$ cat src/sv/hrip_pkg.sv
package hrip_pkg;

  // Width of the collection depth field, and the largest depth it can hold.
  localparam int DEPTH_W         = 4;
  localparam int DEPTH_MAX       = (2 ** DEPTH_W) - 1;
  localparam int MAX_NESTING_DEF = 15;

  // Prefix byte that opens a long item.
  localparam logic [7:0] LONG_PREFIX = 8'hfe;

  // Item types.
  localparam logic [1:0] TYPE_MAIN     = 2'd0;
  localparam logic [1:0] TYPE_GLOBAL   = 2'd1;
  localparam logic [1:0] TYPE_RESERVED = 2'd3;

  // Tags with a side effect on the tracked state.
  localparam logic [3:0] TAG_COLLECTION     = 4'ha;
  localparam logic [3:0] TAG_END_COLLECTION = 4'hc;
  localparam logic [3:0] TAG_USAGE_PAGE     = 4'h0;
  localparam logic [3:0] TAG_LONG           = 4'hf;

  // Parser phase.
  typedef enum logic [1:0] {
    PH_PREFIX,
    PH_DATA,
    PH_LSIZE,
    PH_LSKIP
  } hrip_phase_t;

  // One descriptor byte on the input channel.
  typedef struct packed {
    logic [7:0] data_byte;
    logic       end_of_descriptor;
  } hrip_in_word_t;

  // One parsed item on the result channel.
  typedef struct packed {
    logic [1:0]         item_type;
    logic [3:0]         item_tag;
    logic [2:0]         data_size;
    logic [31:0]        value_unsigned;
    logic signed [31:0] value_signed;
    logic [DEPTH_W-1:0] nesting_depth;
    logic [15:0]        usage_page;
    logic               is_long_item;
    logic [7:0]         long_data_size;
    logic               truncated;
  } hrip_out_word_t;

  // Result from the parser core towards the output register.
  typedef struct packed {
    logic           valid;
    hrip_out_word_t word;
  } hrip_res_t;

  // Data byte count of a short item; size code 3 means four bytes.
  function automatic logic [2:0] short_size(input logic [7:0] prefix);
    logic [2:0] s;
    s = {1'b0, prefix[1:0]};
    if (s == 3'd3) begin
      s = 3'd4;
    end
    return s;
  endfunction

  // Signed value of a short item: sign-extended for one and two bytes.
  function automatic logic [31:0] sext_value(input logic [2:0] size, input logic [31:0] vu);
    logic [31:0] vs;
    vs = vu;
    case (size)
      3'd0: vs = 32'h0;
      3'd1: if (vu[7]) vs = vu | 32'hffffff00;
      3'd2: if (vu[15]) vs = vu | 32'hffff0000;
      default: vs = vu;
    endcase
    return vs;
  endfunction

endpackage

$ cat src/sv/hrip_in_stage.sv
module hrip_in_stage (
  input  logic                   clk,
  input  logic                   rst_n,
  input  logic                   in_valid,
  output logic                   in_ready,
  input  hrip_pkg::hrip_in_word_t in_word,
  input  logic                   advance,
  output logic                   s1_valid,
  output hrip_pkg::hrip_in_word_t s1_word
);
  import hrip_pkg::*;

  logic           valid_r;
  hrip_in_word_t  word_r;

  // A new word may enter when the register is empty or drains this cycle.
  assign in_ready = !valid_r || advance;
  assign s1_valid = valid_r;
  assign s1_word  = word_r;

  // Valid flag of the input register.
  always_ff @(posedge clk) begin
    if (!rst_n) begin
      valid_r <= 1'b0;
    end else if (in_valid && in_ready) begin
      valid_r <= 1'b1;
    end else if (advance) begin
      valid_r <= 1'b0;
    end
  end

  // Payload of the input register.
  always_ff @(posedge clk) begin
    if (in_valid && in_ready) begin
      word_r <= in_word;
    end
  end

endmodule

$ cat src/sv/hrip_core.sv
module hrip_core #(
  parameter int MAX_NESTING = hrip_pkg::MAX_NESTING_DEF
) (
  input  logic                    clk,
  input  logic                    rst_n,
  input  logic                    step,
  input  hrip_pkg::hrip_in_word_t s1_word,
  output hrip_pkg::hrip_res_t     res
);
  import hrip_pkg::*;

  localparam int DepthCap = (MAX_NESTING > DEPTH_MAX) ? DEPTH_MAX : MAX_NESTING;
  localparam logic [DEPTH_W-1:0] CapVal = DEPTH_W'(DepthCap);

  // Parser state.
  hrip_phase_t        phase_r,  phase_nxt,  phase_adv;
  logic [7:0]         prefix_r, prefix_nxt, prefix_adv;
  logic [2:0]         left_r,   left_nxt,   left_adv;
  logic [1:0]         pos_r,    pos_nxt,    pos_adv;
  logic [31:0]        acc_r,    acc_nxt,    acc_adv;
  logic [8:0]         skip_r,   skip_nxt,   skip_adv;
  logic [7:0]         lsize_r,  lsize_nxt,  lsize_adv;
  logic [DEPTH_W-1:0] depth_r,  depth_nxt,  depth_adv;
  logic [15:0]        page_r,   page_nxt,   page_adv;

  logic [7:0]         b;
  logic               eod;
  logic [7:0]         pre_sel;
  logic [31:0]        acc_merged;
  logic [2:0]         left_dec;
  logic [8:0]         skip_dec;
  logic               finish;
  logic [31:0]        fin_acc;
  logic [1:0]         fin_type;
  logic [3:0]         fin_tag;
  logic [2:0]         fin_size;
  logic               is_coll;
  logic               is_end;
  logic               is_page;
  logic [DEPTH_W-1:0] depth_inc;
  logic [DEPTH_W-1:0] depth_dec;

  assign b   = s1_word.data_byte;
  assign eod = s1_word.end_of_descriptor;

  // Shared decode of the byte against the current phase.
  assign pre_sel    = (phase_r == PH_PREFIX) ? b : prefix_r;
  assign acc_merged = acc_r | ({24'h0, b} << {pos_r, 3'b000});
  assign left_dec   = (left_r != 3'd0) ? left_r - 3'd1 : 3'd0;
  assign skip_dec   = (skip_r != 9'd0) ? skip_r - 9'd1 : 9'd0;
  assign finish     = ((phase_r == PH_PREFIX) && (b != LONG_PREFIX) &&
                       (short_size(b) == 3'd0)) ||
                      ((phase_r == PH_DATA) && (left_dec == 3'd0));
  assign fin_acc    = (phase_r == PH_PREFIX) ? 32'h0 : acc_merged;
  assign fin_type   = pre_sel[3:2];
  assign fin_tag    = pre_sel[7:4];
  assign fin_size   = short_size(pre_sel);
  assign is_coll    = finish && (fin_type == TYPE_MAIN) && (fin_tag == TAG_COLLECTION);
  assign is_end     = finish && (fin_type == TYPE_MAIN) && (fin_tag == TAG_END_COLLECTION);
  assign is_page    = finish && (fin_type == TYPE_GLOBAL) && (fin_tag == TAG_USAGE_PAGE);
  assign depth_inc  = (depth_r < CapVal) ? depth_r + 1'b1 : depth_r;
  assign depth_dec  = (depth_r != '0) ? depth_r - 1'b1 : depth_r;

  // State after the byte, before the end of the descriptor is applied.
  always_comb begin
    phase_adv  = phase_r;
    prefix_adv = prefix_r;
    left_adv   = left_r;
    pos_adv    = pos_r;
    acc_adv    = acc_r;
    skip_adv   = skip_r;
    lsize_adv  = lsize_r;
    depth_adv  = depth_r;
    page_adv   = page_r;
    case (phase_r)
      PH_PREFIX: begin
        prefix_adv = b;
        if (b == LONG_PREFIX) begin
          phase_adv = PH_LSIZE;
        end else begin
          acc_adv  = 32'h0;
          pos_adv  = 2'd0;
          left_adv = short_size(b);
          if (short_size(b) != 3'd0) begin
            phase_adv = PH_DATA;
          end
        end
      end
      PH_DATA: begin
        acc_adv  = acc_merged;
        pos_adv  = pos_r + 2'd1;
        left_adv = left_dec;
        if (left_dec == 3'd0) begin
          phase_adv = PH_PREFIX;
        end
      end
      PH_LSIZE: begin
        lsize_adv = b;
        skip_adv  = {1'b0, b} + 9'd1;
        phase_adv = PH_LSKIP;
      end
      PH_LSKIP: begin
        skip_adv = skip_dec;
        if (skip_dec == 9'd0) begin
          phase_adv = PH_PREFIX;
        end
      end
      default: begin
        phase_adv = PH_PREFIX;
      end
    endcase
    if (is_coll) begin
      depth_adv = depth_inc;
    end
    if (is_end) begin
      depth_adv = depth_dec;
    end
    if (is_page) begin
      page_adv = fin_acc[15:0];
    end
  end

  // Next state: the final byte of a descriptor returns everything to reset.
  always_comb begin
    phase_nxt  = phase_adv;
    prefix_nxt = prefix_adv;
    left_nxt   = left_adv;
    pos_nxt    = pos_adv;
    acc_nxt    = acc_adv;
    skip_nxt   = skip_adv;
    lsize_nxt  = lsize_adv;
    depth_nxt  = depth_adv;
    page_nxt   = page_adv;
    if (eod) begin
      phase_nxt  = PH_PREFIX;
      prefix_nxt = 8'h0;
      left_nxt   = 3'd0;
      pos_nxt    = 2'd0;
      acc_nxt    = 32'h0;
      skip_nxt   = 9'd0;
      lsize_nxt  = 8'h0;
      depth_nxt  = '0;
      page_nxt   = 16'h0;
    end
  end

  // Result of this byte: a complete item, a long item header or a truncation.
  always_comb begin
    res = '0;
    res.word.nesting_depth = depth_r;
    res.word.usage_page    = page_r;
    if (finish) begin
      res.valid                = 1'b1;
      res.word.item_type       = fin_type;
      res.word.item_tag        = fin_tag;
      res.word.data_size       = fin_size;
      res.word.value_unsigned  = fin_acc;
      res.word.value_signed    = sext_value(fin_size, fin_acc);
      res.word.nesting_depth   = is_end ? depth_dec : depth_r;
      res.word.usage_page      = is_page ? fin_acc[15:0] : page_r;
    end else if (phase_r == PH_LSIZE) begin
      res.valid                = 1'b1;
      res.word.item_type       = TYPE_RESERVED;
      res.word.item_tag        = TAG_LONG;
      res.word.is_long_item    = 1'b1;
      res.word.long_data_size  = b;
      res.word.truncated       = eod;
    end else if (eod && (phase_adv != PH_PREFIX)) begin
      res.valid                = 1'b1;
      res.word.truncated       = 1'b1;
      if (phase_adv == PH_DATA) begin
        res.word.item_type      = prefix_adv[3:2];
        res.word.item_tag       = prefix_adv[7:4];
        res.word.data_size      = short_size(prefix_adv);
        res.word.value_unsigned = acc_adv;
        res.word.value_signed   = acc_adv;
      end else begin
        res.word.item_type      = TYPE_RESERVED;
        res.word.item_tag       = TAG_LONG;
        res.word.is_long_item   = 1'b1;
        res.word.long_data_size = (phase_adv == PH_LSKIP) ? lsize_r : 8'h0;
      end
    end
  end

  // State registers, updated once per consumed byte.
  always_ff @(posedge clk) begin
    if (!rst_n) begin
      phase_r  <= PH_PREFIX;
      prefix_r <= 8'h0;
      left_r   <= 3'd0;
      pos_r    <= 2'd0;
      acc_r    <= 32'h0;
      skip_r   <= 9'd0;
      lsize_r  <= 8'h0;
      depth_r  <= '0;
      page_r   <= 16'h0;
    end else if (step) begin
      phase_r  <= phase_nxt;
      prefix_r <= prefix_nxt;
      left_r   <= left_nxt;
      pos_r    <= pos_nxt;
      acc_r    <= acc_nxt;
      skip_r   <= skip_nxt;
      lsize_r  <= lsize_nxt;
      depth_r  <= depth_nxt;
      page_r   <= page_nxt;
    end
  end

`ifndef SYNTH
  // Depth never passes the configured ceiling.
  a_depth_cap: assert property (@(posedge clk) disable iff (!rst_n)
    depth_r <= CapVal)
    else $error("collection depth above ceiling");

  // While skipping a long item at least one byte is still owed.
  a_skip_nonzero: assert property (@(posedge clk) disable iff (!rst_n)
    (phase_r == PH_LSKIP) |-> (skip_r != 9'd0))
    else $error("long skip phase with nothing left to skip");

  // Bytes gathered plus bytes owed always equal the declared item size.
  a_data_count: assert property (@(posedge clk) disable iff (!rst_n)
    (phase_r == PH_DATA) |->
      ((left_r != 3'd0) && ((left_r + {1'b0, pos_r}) == short_size(prefix_r))))
    else $error("data byte count out of step with prefix");

  // The final byte of a descriptor leaves the parser in its reset state.
  a_eod_reset: assert property (@(posedge clk) disable iff (!rst_n)
    (step && eod) |=> ((phase_r == PH_PREFIX) && (depth_r == '0) && (page_r == 16'h0)))
    else $error("state not cleared after end of descriptor");
`endif

endmodule

$ cat src/sv/hrip_out_stage.sv
module hrip_out_stage (
  input  logic                     clk,
  input  logic                     rst_n,
  input  logic                     advance,
  input  hrip_pkg::hrip_res_t      res,
  output logic                     out_valid,
  input  logic                     out_ready,
  output hrip_pkg::hrip_out_word_t out_word
);
  import hrip_pkg::*;

  logic           valid_r;
  hrip_out_word_t word_r;
  logic           load;

  assign load      = advance && res.valid;
  assign out_valid = valid_r;
  assign out_word  = word_r;

  // Valid flag of the result register.
  always_ff @(posedge clk) begin
    if (!rst_n) begin
      valid_r <= 1'b0;
    end else if (load) begin
      valid_r <= 1'b1;
    end else if (out_ready) begin
      valid_r <= 1'b0;
    end
  end

  // Payload of the result register.
  always_ff @(posedge clk) begin
    if (load) begin
      word_r <= res.word;
    end
  end

endmodule

$ cat src/sv/hid_report_item_parser_top.sv
// Channel  | Ports                              | Word
// ---------+------------------------------------+-----------------------------
// input    | in_valid, in_ready, in_word        | one descriptor byte
// result   | out_valid, out_ready, out_word     | one parsed item
//
// The core takes one byte per cycle while the result register is not stalled;
// a byte waits in the input register and its result in the result register.
// The rate is set by the single core stage between input and result registers.
// Reset is synchronous on rst_n low and returns the parser to the prefix phase.
// A stalled result register holds the core; the input register takes a byte
// only while empty, and that byte waits until the result is taken.
module hid_report_item_parser_top #(
  parameter int MAX_NESTING = hrip_pkg::MAX_NESTING_DEF
) (
  input  logic                     clk,
  input  logic                     rst_n,
  input  logic                     in_valid,
  output logic                     in_ready,
  input  hrip_pkg::hrip_in_word_t  in_word,
  output logic                     out_valid,
  input  logic                     out_ready,
  output hrip_pkg::hrip_out_word_t out_word
);
  import hrip_pkg::*;

  logic          s1_valid;
  hrip_in_word_t s1_word;
  logic          advance;
  hrip_res_t     res;

  // The held byte moves on when the result register is free or being drained.
  assign advance = s1_valid && (!out_valid || out_ready);

  hrip_in_stage u_in_stage (
    .clk      (clk),
    .rst_n    (rst_n),
    .in_valid (in_valid),
    .in_ready (in_ready),
    .in_word  (in_word),
    .advance  (advance),
    .s1_valid (s1_valid),
    .s1_word  (s1_word)
  );

  hrip_core #(
    .MAX_NESTING (MAX_NESTING)
  ) u_core (
    .clk     (clk),
    .rst_n   (rst_n),
    .step    (advance),
    .s1_word (s1_word),
    .res     (res)
  );

  hrip_out_stage u_out_stage (
    .clk       (clk),
    .rst_n     (rst_n),
    .advance   (advance),
    .res       (res),
    .out_valid (out_valid),
    .out_ready (out_ready),
    .out_word  (out_word)
  );

endmodule
$ cat config.mk
export PLATFORM = sky130hd
export DESIGN_NAME = hid_report_item_parser_top
export DESIGN_NICKNAME = d
export VERILOG_FILES = /design/src/sv/hrip_pkg.sv /design/src/sv/hrip_in_stage.sv /design/src/sv/hrip_core.sv /design/src/sv/hrip_out_stage.sv /design/src/sv/hid_report_item_parser_top.sv
export SDC_FILE = /design/constraint.sdc
export NUM_CORES = 1
export LEC_CHECK = 0
export BUFFER_PORTS_ARGS = -buffer_cell sky130_fd_sc_hd__buf_2
export CORE_MARGIN = 4
export CORE_UTILIZATION = 62
export CTS_CLUSTER_SIZE = 24
export DETAILED_ROUTE_END_ITERATION = 6
export PLACE_DENSITY = 0.92
export SYNTH_ARGS = -nofsm -noshare
export SYNTH_HDL_FRONTEND = slang
export SYNTH_SLANG_ARGS = --single-unit
export TNS_END_PERCENT = 50
$ cat constraint.sdc
create_clock -name clk -period 12.8 [get_ports clk]
set_clock_uncertainty 0.15 [all_clocks]
set_input_delay 1.92 -clock clk [delete_from_list [all_inputs] [get_ports clk]]
set_output_delay 1.92 -clock clk [all_outputs]
set_load 0.005 [all_outputs]
Word level (Yosys, flattened, before mapping)
Cells that the tools add are included.
Operators by class
  $add $sub $neg: 6
  $lt $le $gt $ge: 1
  equal/unequal tests: 15
  shift operators: 1
  multiplexer cells: 53
  bitwise logic cells: 1
  reduce and logical (&&, ||, !) cells: 40
Operators with widths (count)
  $mux W32: 5
  $mux W74: 2
  $mux W67: 2
  $pmux W32 S3: 1
  $pmux W32 S2: 1
  $mux W8: 5
  $mux W16: 2
  $or A32 B32 Y32: 1
  $shl A8 B5 Y32: 1
  $mux W9: 3
  $mux W4: 6
  $mux W10: 2
  $mux W20: 1
  $mux W3: 6
  $pmux W9 S2: 1
  $reduce_bool A3 Y1: 6
  $mux W2: 7
  $logic_and A1 B1 Y1: 12
  $eq A2 B2 Y1 const B: 5
  $add A8 B1 Y9 const B: 1
  $logic_not A3 Y1: 3
  $logic_not A9 Y1: 1
  $reduce_bool A9 Y1: 1
  $sub A9 B1 Y9 const B: 1
  26 further kinds: 41
Word-level totals
  register bits after elaboration: 198
  bits of input ports: 13
  output and inout port bits: 105
  logic and storage cells: 140

Logic depth before layout (Yosys ltp)
Gate-level depths: netlist of the first run.
  depth after elaboration: 15
  mapped depth: 11
  gate-level depth less buffers: 8

Modules after synthesis
A second synthesis of the first run with hierarchy kept.
Second synthesis, totals
  cell total of the unflattened synthesis: 939
  area total of the unflattened synthesis: 9417.8 µm²
Modules (own cells, without submodules)
  hrip_core: instances 1, cells each 816, area each 5945.7 µm², sequential area each 1681.6 µm²
  hrip_out_stage: instances 1, cells each 107, area each 3133.0 µm², sequential area each 3113.0 µm²
  hrip_in_stage: instances 1, cells each 14, area each 327.8 µm², sequential area each 290.3 µm²
  hid_report_item_parser_top: instances 1, cells each 2, area each 11.3 µm², sequential area each 0.0 µm²

Least setup slack after synthesis of the first run
Ideal clock, no wire load.
  path type: in2reg
  start: input port out_ready
  end: register u_out_stage.word_r, in the netlist u_out_stage.out_word[0], enable pin
  library setup time: 0.599 ns
  arrival: 7.292 ns
  data required time: 12.051 ns
  path slack: 4.759 ns
  cell stages on the path: 4
  cell sequence: nand2b_1 -> nand2_1 -> clkbuf_1 -> a21oi_1
Between the ends
  word-level cells in the longest chain between the ends: 3
RTL lines
  start, declared: RTL line hid_report_item_parser_top.sv:21  | input logic out_ready,
  $logic_or A1 B1 Y1: RTL line hid_report_item_parser_top.sv:32  | assign advance = s1_valid && (!out_valid || out_ready);
  $logic_and A1 B1 Y1: RTL line hid_report_item_parser_top.sv:32
  $logic_and A1 B1 Y1: RTL line hrip_out_stage.sv:16  | assign load = advance && res.valid;
  net u_out_stage.load: RTL line hrip_out_stage.sv:14  | logic load;
  end signal, assigned: RTL line hrip_out_stage.sv:34  | word_r <= res.word;
  end, declared: RTL line hrip_out_stage.sv:13  | hrip_out_word_t word_r;
The timed path passes the listed nets, and every way through them passes these cells.
A chain may end at the register's enable or synchronous reset.

Worst setup path after layout of the first run
  start: input port out_ready
  end: output port in_ready
Between the ends
  word-level cells in the longest chain between the ends: 3
RTL lines
  $logic_or A1 B1 Y1: RTL line hid_report_item_parser_top.sv:32
  $logic_and A1 B1 Y1: RTL line hid_report_item_parser_top.sv:32
  $logic_or A1 B1 Y1: RTL line hrip_in_stage.sv:17  | assign in_ready = !valid_r || advance;
  end, declared: RTL line hid_report_item_parser_top.sv:18  | output logic in_ready,
No other way between the ends.

==> metrics.csv, run 1 <==
stage,metric,value,unit
status,outcome,finished clean,
power,worst vdd ir,0.0907,mV
worst_setup_path,"critical path fanouts, max",4,
clocking,Clock Tree Buf Depth,2,
worst_setup_path,Crit. End Element,output port,
layout,filler cell count,1023,
clocking,cts bufs inserted,17,
floorplan,Starting Density,63.2,%
placed_design,GP Congestion,0.908,
power,cell-internal power,1000,uW
power,PwrDens,126,nW/um^2
sta,Setup TNS Final,0,ns
yosys,Post-Syn Instances,925,
yosys,Mapped Avg Cell Area,9.92,sq um
power,Gate power share,6.6,%
layout,post-route cell area,10400,sq um
global_routing,initial antenna violation count,0,
yosys,Synth Flop Type,edfxtp_1,
yosys,Syn Std Cell Area,9180,sq um
yosys,count of cell types in the netlist,67,
route,post-DR vias/cell,6.44,
placed_design,placed wire-length estimate,14.8,mm
route,Post-DRT Antenna Nets,0,
global_routing,vias in the first global route,7272,
clocking,clock sink total,198,
power,switching share of power,23.1,%
layout,Final Net Count,1029,
floorplan,width of the die,130,um
clocking,"Clk Latency, worst-skew pair",0.44,ns
route,DR vias,7761,
sta,RSZ-0062 raised after global routing,no,
power,sequential power share,53.5,%
clocking,CTS tree,done,
power,sw power,302,uW
layout,Non-Filler Instances,1205,
worst_setup_path,CP startpoint kind,input port,
clocking,H-tree depth,4,
placed_design,DP Cell Count,1173,
placed_design,placed cell areas,9820,sq um
sta,Max-slew headroom,11.3,%
worst_setup_path,WP data required,10.73,ns
clocking,postcts setup bufs,0,
worst_hold_path,Worst Hold Class,reg2reg,
sta,"Slew Viols, Final",0,
global_routing,largest net degree at the start of global routing,81,
clocking,CTS hold repair buffers,0,
layout,Layout area overhead,13.2,%
yosys,Post-Syn Nets,946,
floorplan,Die H,130,um
yosys,Post-synth EDFFs,112,
route,Starting DRT DRC Count,1173,
run,Max-Cap Viols,0,
floorplan,Boundary Pins,118,
yosys,proportion of synthesized chip area in sequential cells,55.4,%
floorplan,total die area,16800,sq um
clocking,root buf cell,clkbuf_16,
route,Routed Wire Length,23.4,mm
sta,crit path time final,4.65,ns
floorplan,Core Area,14500,sq um
route,DR pass1 iterations,6,
power,Pleak,0.00386,uW
route,Residual DRC,0,
layout,n_diodes,0,
route,DR WL/cell,19.4,um
placed_design,Port Buffers,117,
global_routing,total gr overflow,0,
power,Clock power frac,39.9,%
floorplan,# rows,44,
sta,final setup violating endpoints,0,
layout,register area,5080,sq um
clocking,clk slew on worst S/H paths,0.06,ns
clocking,count of cells resized by post-cts repair,0,
worst_setup_path,Critical Path AT,2.58,ns
layout,area of the multi-input gates,3780,sq um
sta,actual slew at the worst max-slew pin,1.32,ns
sta,achievable frequency,215,MHz
yosys,Yosys warning total,0,
sta,final count of hold timing violations,0,
global_routing,first-pass GRT wire length,36.7,mm
yosys,asr flop ratio synth,0,%
worst_setup_path,WS Path Type,in2out,
yosys,Synth Register Bits,198,
layout,layout cells sized above 1,17.4,%
sta,Final Hold Slack,0.309,ns
sta,fin crit share,36.3,%
global_routing,gr usage total,27.8,%
-- state kept, by name, indices dropped and copies added (netlist names), 3 cells and up --
signal	cells
u_core.acc_r	32
u_core.depth_r	4
u_core.left_r	3
u_core.lsize_r	8
u_core.page_r	16
u_core.prefix_r	8
u_core.skip_r	9
u_in_stage.s1_word	9
u_out_stage.out_word	103
-- final timing paths --
| kind | end | depth (start not counted) | slack, ns | start |
|---|---|---|---|---|
| max | in_ready | 4 | 8.15 | out_ready |
| max reg2reg | u_out_stage.out_word[14] | 6 | 8.25 | u_core.phase_r[0] |
| min | u_core.page_r[11] | 2 | 0.31 | u_core.page_r[11] |
| min reg2reg | u_core.page_r[11] | 2 | 0.31 | u_core.page_r[11] |
-- per-layer routing --
| metal | routed length, um | global-route usage, % | vias to the layer above |
|---|---|---|---|
| met2 | 11200 | 44.4 | 495 |
| met1 | 9080 | 35.6 | 3644 |
| met5 | 0 | 0 | - |
| li1 | - | - | 3524 |
| met3 | 2260 | 6.60 | 98 |
| met4 | 807 | 14.1 | 0 |
-- stage by stage --
step	util (%)	power, uW	setup WS, ns
after floorplan	-	764	4.76
after global placement	67.6	792	8.18
after detailed placement	67.6	795	8.18
after CTS	71.5	1300	8.17
after global routing	71.5	1340	7.96
final	71.5	1300	8.15
-- layout by cell type, fill, tap and decap left out, types with 36 or more instances in the layout --
cell	instances
a22oi_1	36
nand2_1	114
nor2_1	71
a21oi_1	62
nand3_1	38
dfxtp_1	86
o21ai_0	57
edfxtp_1	112
nor2b_1	55
buf_2	117
-- worst max-delay path, cell delays in order --
cell and delay [ns]:
buf_2 0.11, nor2b_1 0.28, nand2_1 0.13, buf_2 0.15
-- power by group through the flow --
stage | clock network (uW) | logic [uW] | registers, uW
6_report | 521 | 86.0 | 698
5_1_grt | 550 | 92.5 | 699
4_1_cts | 522 | 84.1 | 698
3_5_place_dp | 0 | 83.1 | 712
3_3_place_gp | 0 | 80.9 | 711
2_1_floorplan | 0 | 53.0 | 711
-- final cells by class --
cell class	instances	share of cell area, %
clock buffer	21	4.24
multi-input combinational	649	36.4
timing repair buffer	130	6.58
inverter	12	0.434
clock inverter	11	1.23
tap	184	2.22
sequential	198	49.0
-- synth_stat cells (12+ instances only) --
master | instances | area [sq um]
buf_2 | 16 | 80.1
nand2_1 | 114 | 428
a22oi_1 | 36 | 270
dfxtp_1 | 86 | 1720
nand3_1 | 38 | 190
clkbuf_1 | 42 | 158
nor3_1 | 23 | 115
nor2b_1 | 55 | 344
a21oi_1 | 63 | 315
nor2_1 | 72 | 270
o21ai_0 | 57 | 285
inv_1 | 12 | 45.0
a22o_1 | 31 | 272
o21ai_1 | 21 | 105
edfxtp_1 | 112 | 3360
-- kinds of logic (layout without fill, tap and decap cells) --
logic type / Yosys count / count (layout) / synth area share [%]
and+or+nand+nor: 347 / 347 / 18.2
AOI/OAI and AO/OA: 275 / 275 / 19.7
DFF: 198 / 198 / 55.4
buffers and inverters: 78 / 174 / 3.61
muxes: 12 / 12 / 1.35
adders and majority gates: 8 / 8 / 1.09
xor gates and xnor gates: 7 / 7 / 0.668
Power figures use the tool's default switching activity.
==> inputs of run 2 (changes only) <==
ABC_AREA = 1   (was not set)
CORE_UTILIZATION = 53   (was 62)
PLACE_DENSITY = 0.84   (was 0.92)
clock period = 4.1 ns   (was 12.8 ns; I/O delays follow)
==> metrics.csv, run 2 <==
stage,metric,value,unit
clocking,cts bufs inserted,17,
layout,filler cell count,1442,
yosys,top cell type's share of synthesized area,35.1,%
layout,Layout area overhead,14.0,%
global_routing,first-pass GRT wire length,39.3,mm
yosys,Synth Register Bits,198,
worst_setup_path,"critical path fanouts, max",37,
clocking,postcts setup bufs,0,
yosys,count of cell types in the netlist,41,
worst_setup_path,Worst R2R Start,u_in_stage.s1_word[1],
sta,crit path time final,3.25,ns
layout,"most common cell after layout, fill and taps aside",nand2_1,
floorplan,total die area,20300,sq um
floorplan,width of the die,143,um
global_routing,total gr overflow,0,
sta,achievable frequency,307,MHz
worst_hold_path,worst hold path stage count,1,
route,DR WL/cell,16.2,um
yosys,Post-Syn Instances,1188,
power,Pleak,0.00454,uW
yosys,Synth Flop Type,edfxtp_1,
yosys,Syn Std Cell Area,9590,sq um
worst_setup_path,Worst R2R Path Depth,12,
layout,n_diodes,0,
worst_hold_path,Worst Hold Class,in2reg,
clocking,H-tree depth,4,
worst_setup_path,r2r endpoint,u_out_stage.out_word[5],
route,Post-DRT Antenna Nets,0,
placed_design,placed wire-length estimate,16.6,mm
worst_setup_path,WP data required,4.22,ns
sta,Max-slew headroom,28.5,%
global_routing,gr usage total,24.2,%
route,Starting DRT DRC Count,1240,
clocking,clock sink total,198,
power,worst vdd ir,0.322,mV
layout,most frequent cells in the layout,"nand2_1, inv_1, buf_2",
clocking,Clock Tree Buf Depth,2,
run,Max-Cap Viols,0,
clocking,CTS tree,done,
placed_design,Port Buffers,117,
yosys,post-synth top area cell,edfxtp_1,
yosys,Mapped Avg Cell Area,8.07,sq um
power,Pwr Total,4240,uW
status,outcome,finished clean,
sta,fin crit share,79.4,%
floorplan,Starting Density,54.7,%
power,PwrDens,388,nW/um^2
clocking,"Clk Latency, worst-skew pair",0.44,ns
worst_setup_path,Reg2Reg Setup Slack,0.85,ns
yosys,Yosys warning total,0,
worst_setup_path,Crit. End Element,register,
layout,max reg flops,103,
floorplan,Boundary Pins,118,
yosys,most common cell in the synthesized netlist,nand2_1,
clocking,CTS hold repair buffers,0,
clocking,clk slew on worst S/H paths,0.07,ns
route,DR vias,8594,
yosys,Synth area leaders,"edfxtp_1, dfxtp_1, nand2_1, o21ai_0, a21oi_1",
yosys,proportion of synthesized chip area in sequential cells,53.0,%
global_routing,largest net degree at the start of global routing,59,
yosys,asr flop ratio synth,0,%
sta,Setup TNS Final,0,ns
global_routing,vias in the first global route,7912,
layout,post-route cell area,10900,sq um
route,Routed Wire Length,24.5,mm
clocking,count of cells resized by post-cts repair,0,
placed_design,placed cell areas,10300,sq um
layout,Final Net Count,1296,
route,Residual DRC,0,
sta,RSZ-0062 raised after global routing,no,
worst_setup_path,WS Path Type,reg2reg,
placed_design,GP Congestion,0.951,
worst_hold_path,Worst Hold End,u_in_stage.s1_word[6],
route,DR pass1 iterations,6,
sta,final count of hold timing violations,0,
layout,layout cells sized above 1,15.7,%
worst_hold_path,min-delay src,in_word[6],
layout,final core utilization,62.3,%
yosys,Post-Syn Nets,1209,
floorplan,# rows,48,
sta,"Slew Viols, Final",0,
global_routing,initial antenna violation count,0,
sta,actual slew at the worst max-slew pin,1.07,ns
worst_setup_path,CP startpoint kind,register,
yosys,Post-synth EDFFs,112,
worst_setup_path,Critical Path AT,3.38,ns
route,post-DR vias/cell,5.68,
floorplan,Core Area,17500,sq um
floorplan,Die H,143,um
yosys,most instantiated cells after synthesis,"nand2_1, inv_1, o21ai_0, edfxtp_1",
clocking,root buf cell,clkbuf_16,
sta,final setup violating endpoints,0,
run 2: changes by cell type in the layout (fill, tap and decap cells not counted), sizes merged, moves of 38 or more:
cell	before	now
nor2b	55	0
inv	14	129
nand3	38	95
o21ai	80	137
nor2	74	36
nand2	114	377
run 2: cell families (layout without fill, tap and decap cells):
| group | count (synthesis) | after routing | synth area share, % |
|---|---|---|---|
| and+or+nand+nor | 527 | 527 | 22.8 |
| AOI/OAI and AO/OA | 257 | 257 | 14.5 |
| DFF | 198 | 198 | 53.0 |
| buffers and inverters | 189 | 288 | 7.78 |
| xor gates and xnor gates | 9 | 9 | 0.822 |
| adders and majority gates | 8 | 8 | 1.04 |
run 2: through the flow:
step | std cells | worst slack, ns | hold slack [ns]
2_1_floorplan | 1188 | 0.369 | 0.295
3_3_place_gp | 1481 | 1.10 | 0.301
3_5_place_dp | 1481 | 0.938 | 0.305
4_1_cts | 1512 | 0.908 | 0.186
5_1_grt | 1512 | 0.498 | 0.178
6_report | 1512 | 0.846 | 0.197
run 2: power by group:
part           switching, uW  total, uW  internal, uW
sequential              33.7       2180          2150
clock                    761       1740           983
combinational            236        315          78.8
run 2: worst max-delay path by stage:
stage	startpoint	endpoint	cells past startpoint
after floorplan	u_core.skip_r[0]	u_out_stage.out_word[0]	15
after global placement	u_in_stage.s1_word[1]	u_out_stage.out_word[16]	13
after detailed placement	u_in_stage.s1_word[1]	u_out_stage.out_word[5]	12
after CTS	u_in_stage.s1_word[1]	u_out_stage.out_word[5]	12
after global routing	u_in_stage.s1_word[1]	u_out_stage.out_word[5]	12
final	u_in_stage.s1_word[1]	u_out_stage.out_word[5]	12
run 2: metal layers:
layer,track usage (%),wire length (um),part of all wire [%],vias to the layer above
met5,0,0,0,-
met1,30.2,9450,39,3936
li1,-,-,-,4106
met2,39.9,11900,49,475
met3,6.15,2230,9.1,77
met4,10.7,855,3.5,0
run 2: area by class of cell:
| class | instances | area, sq um | share of cell area, % |
|---|---|---|---|
| clock buffers | 18 | 439 | 4.02 |
| multi-input cells | 801 | 3770 | 34.5 |
| inverters | 127 | 480 | 4.40 |
| repair buffers | 130 | 696 | 6.37 |
| flip-flops and latches | 198 | 5080 | 46.5 |
| well taps | 225 | 282 | 2.58 |
| clock inverters | 13 | 173 | 1.58 |
run 2: critical path, cell delays in order, from the launching register on:
cell and delay (ns):
edfxtp_1 0.52, inv_1 0.22, ha_1 0.18, nand3_1 0.07, nor3_1 0.29, nand2_1 0.12
nand2_1 0.14, nand2_1 0.11, nand2_1 0.07, nand2_1 0.09, inv_2 0.55, nand2_1 0.32
o21ai_0 0.27
==> inputs of run 3 (changes only) <==
ABC_AREA = 0   (was 1)
CORE_UTILIZATION = 52   (was 53)
PLACE_DENSITY = 0.83   (was 0.84)
clock period = 2.7 ns   (was 4.1 ns; I/O delays follow)
==> metrics.csv, run 3 (synthesis gave the netlist of run 1 again) <==
stage,metric,value,unit
route,DR WL/cell,18.2,um
global_routing,vias in the first global route,7425,
worst_setup_path,CP peak stage delay,0.41,ns
global_routing,first-pass GRT wire length,38.2,mm
worst_setup_path,Crit. End Element,register,
sta,Final Hold Slack,0.0790,ns
floorplan,width of the die,141,um
global_routing,largest net degree at the start of global routing,64,
sta,actual slew at the worst max-slew pin,0.653,ns
floorplan,Boundary Pins,118,
layout,"most common cell after layout, fill and taps aside",buf_2,
sta,Max-slew headroom,56.3,%
worst_setup_path,Reg2Reg Setup Slack,0.09,ns
clocking,H-tree depth,4,
power,PwrDens,578,nW/um^2
clocking,clock sink total,198,
sta,final count of hold timing violations,0,
route,DR pass1 iterations,5,
power,Pleak,0.00420,uW
sta,crit path time final,2.61,ns
floorplan,# rows,48,
clocking,clk slew on worst S/H paths,0.07,ns
worst_setup_path,Crit-path slowest cell,dfxtp_1,
global_routing,total gr overflow,0,
placed_design,GP Congestion,0.957,
worst_setup_path,"critical path fanouts, max",10,
placed_design,placed wire-length estimate,16.8,mm
sta,final setup violating endpoints,0,
worst_setup_path,Worst R2R Path Depth,7,
layout,Final Net Count,1094,
worst_setup_path,WP data required,2.91,ns
placed_design,Port Buffers,117,
floorplan,Starting Density,53.1,%
clocking,"Clk Latency, worst-skew pair",0.44,ns
sta,RSZ-0062 raised after global routing,no,
global_routing,initial antenna violation count,0,
worst_setup_path,WS Path Type,reg2reg,
run,Max-Cap Viols,0,
power,worst vdd ir,0.458,mV
route,post-DR vias/cell,5.87,
clocking,postcts setup bufs,0,
floorplan,Core Area,17300,sq um
worst_setup_path,CP Cell Sequence,buf_4 > nor2_2 > mux2_2 > o211a_1 > o21ai_4 > and2_1 > o2bb2ai_1,
route,Starting DRT DRC Count,772,
floorplan,Die H,141,um
worst_setup_path,Worst R2R Start,u_core.phase_r[1],
sta,"Slew Viols, Final",0,
worst_setup_path,CP startpoint kind,register,
floorplan,total die area,19800,sq um
layout,most frequent cells in the layout,"buf_2, nand2_1, edfxtp_1",
status,outcome,finished clean,
layout,filler cell count,1393,
worst_hold_path,worst hold path stage count,3,
clocking,Clock Tree Buf Depth,2,
sta,Setup TNS Final,0,ns
worst_hold_path,Worst Hold Class,in2reg,
layout,layout cells sized above 1,22.6,%
worst_hold_path,min-delay src,in_valid,
global_routing,gr usage total,24.1,%
layout,n_diodes,0,
worst_setup_path,Critical Path AT,2.83,ns
sta,achievable frequency,382,MHz
layout,Layout area overhead,20.7,%
clocking,cts bufs inserted,17,
layout,max reg flops,103,
clocking,root buf cell,clkbuf_16,
route,Residual DRC,0,
worst_hold_path,Worst Hold End,u_in_stage.s1_valid,
route,Routed Wire Length,23.8,mm
worst_setup_path,r2r endpoint,u_core.page_r[1],
route,DR vias,7694,
route,Post-DRT Antenna Nets,0,
sta,fin crit share,96.8,%
clocking,CTS tree,done,
==> run 3: changes by cell type in the layout (fill, tap and decap cells not counted), sizes merged, moves of 10 or more <==
cell    previous run  this run
nand2            377       114
inv              129        18
nand3             95        38
o21ai            137        80
buf              130       186
nor2b              0        55
nor2              36        74
a22oi              0        36
a22o               0        31
a21oi             94        64
nor3               9        24
a21boi             0        10
==> run 3: power by group <==
part / internal, uW / switching, uW / total, uW
Clock: 1500 / 1120 / 2620
Combinational: 179 / 310 / 489
Sequential: 3260 / 37.5 / 3290
==> run 3: stage by stage <==
step / total power [uW] / cells / instance area [sq um] / util (%) / setup WS (ns)
after floorplan: 3620 / 925 / 9260 / - / -0.965
after global placement: 3820 / 1270 / 10400 / 59.9 / 0.173
after detailed placement: 3830 / 1270 / 10400 / 59.9 / 0.0658
final: 6400 / 1311 / 11100 / 64.1 / 0.0853
after CTS: 6420 / 1311 / 11100 / 64.0 / 0.0243
after global routing: 6620 / 1311 / 11100 / 64.1 / 0.0130
==> run 3: worst max-delay path by stage <==
stage	from	to	slack [ns]	cells past startpoint
after floorplan	u_in_stage.s1_word[2]	u_out_stage.out_word[0]	-0.97	8
after global placement	u_core.skip_r[0]	u_out_stage.out_word[79]	0.17	9
after detailed placement	u_in_stage.s1_word[1]	u_core.acc_r[28]	0.07	8
after CTS	u_in_stage.s1_word[1]	u_core.acc_r[28]	0.02	8
after global routing	u_core.skip_r[0]	u_out_stage.out_word[76]	0.01	9
final	u_core.phase_r[1]	u_core.page_r[1]	0.09	7
==> run 3: what timing repair did <==
item	in CTS	in global routing
setup endpoints to repair	0	134
hold buffers	9	0
resized for setup	0	3
endpoints found under the hold margin	9	0
==> run 3: worst max-delay path: cells and delay by family (launching register included) <==
family | cells | cell delay (ns)
flops | 1 | 0.41
mux | 1 | 0.41
compound gates | 3 | 0.66
buf+inv | 1 | 0.21
simple gates | 2 | 0.70
==> run 3: final cells by class <==
type | count | area, sq um | share of cell area [%]
clock buffer | 20 | 447 | 4.03
clock inverter | 12 | 161 | 1.46
inverter | 12 | 52.6 | 0.474
multi-input combinational | 649 | 3840 | 34.6
sequential | 198 | 5080 | 45.9
tap | 225 | 282 | 2.54
timing repair buffer | 195 | 1220 | 11.0
==> run 3: metal layers <==
layer	track usage [%]	share of wire [%]	wire length (um)
met5	0	0	0
met4	9.94	3.1	736
met3	4.78	7.1	1690
met2	40.6	49	11600
met1	30.6	41	9810
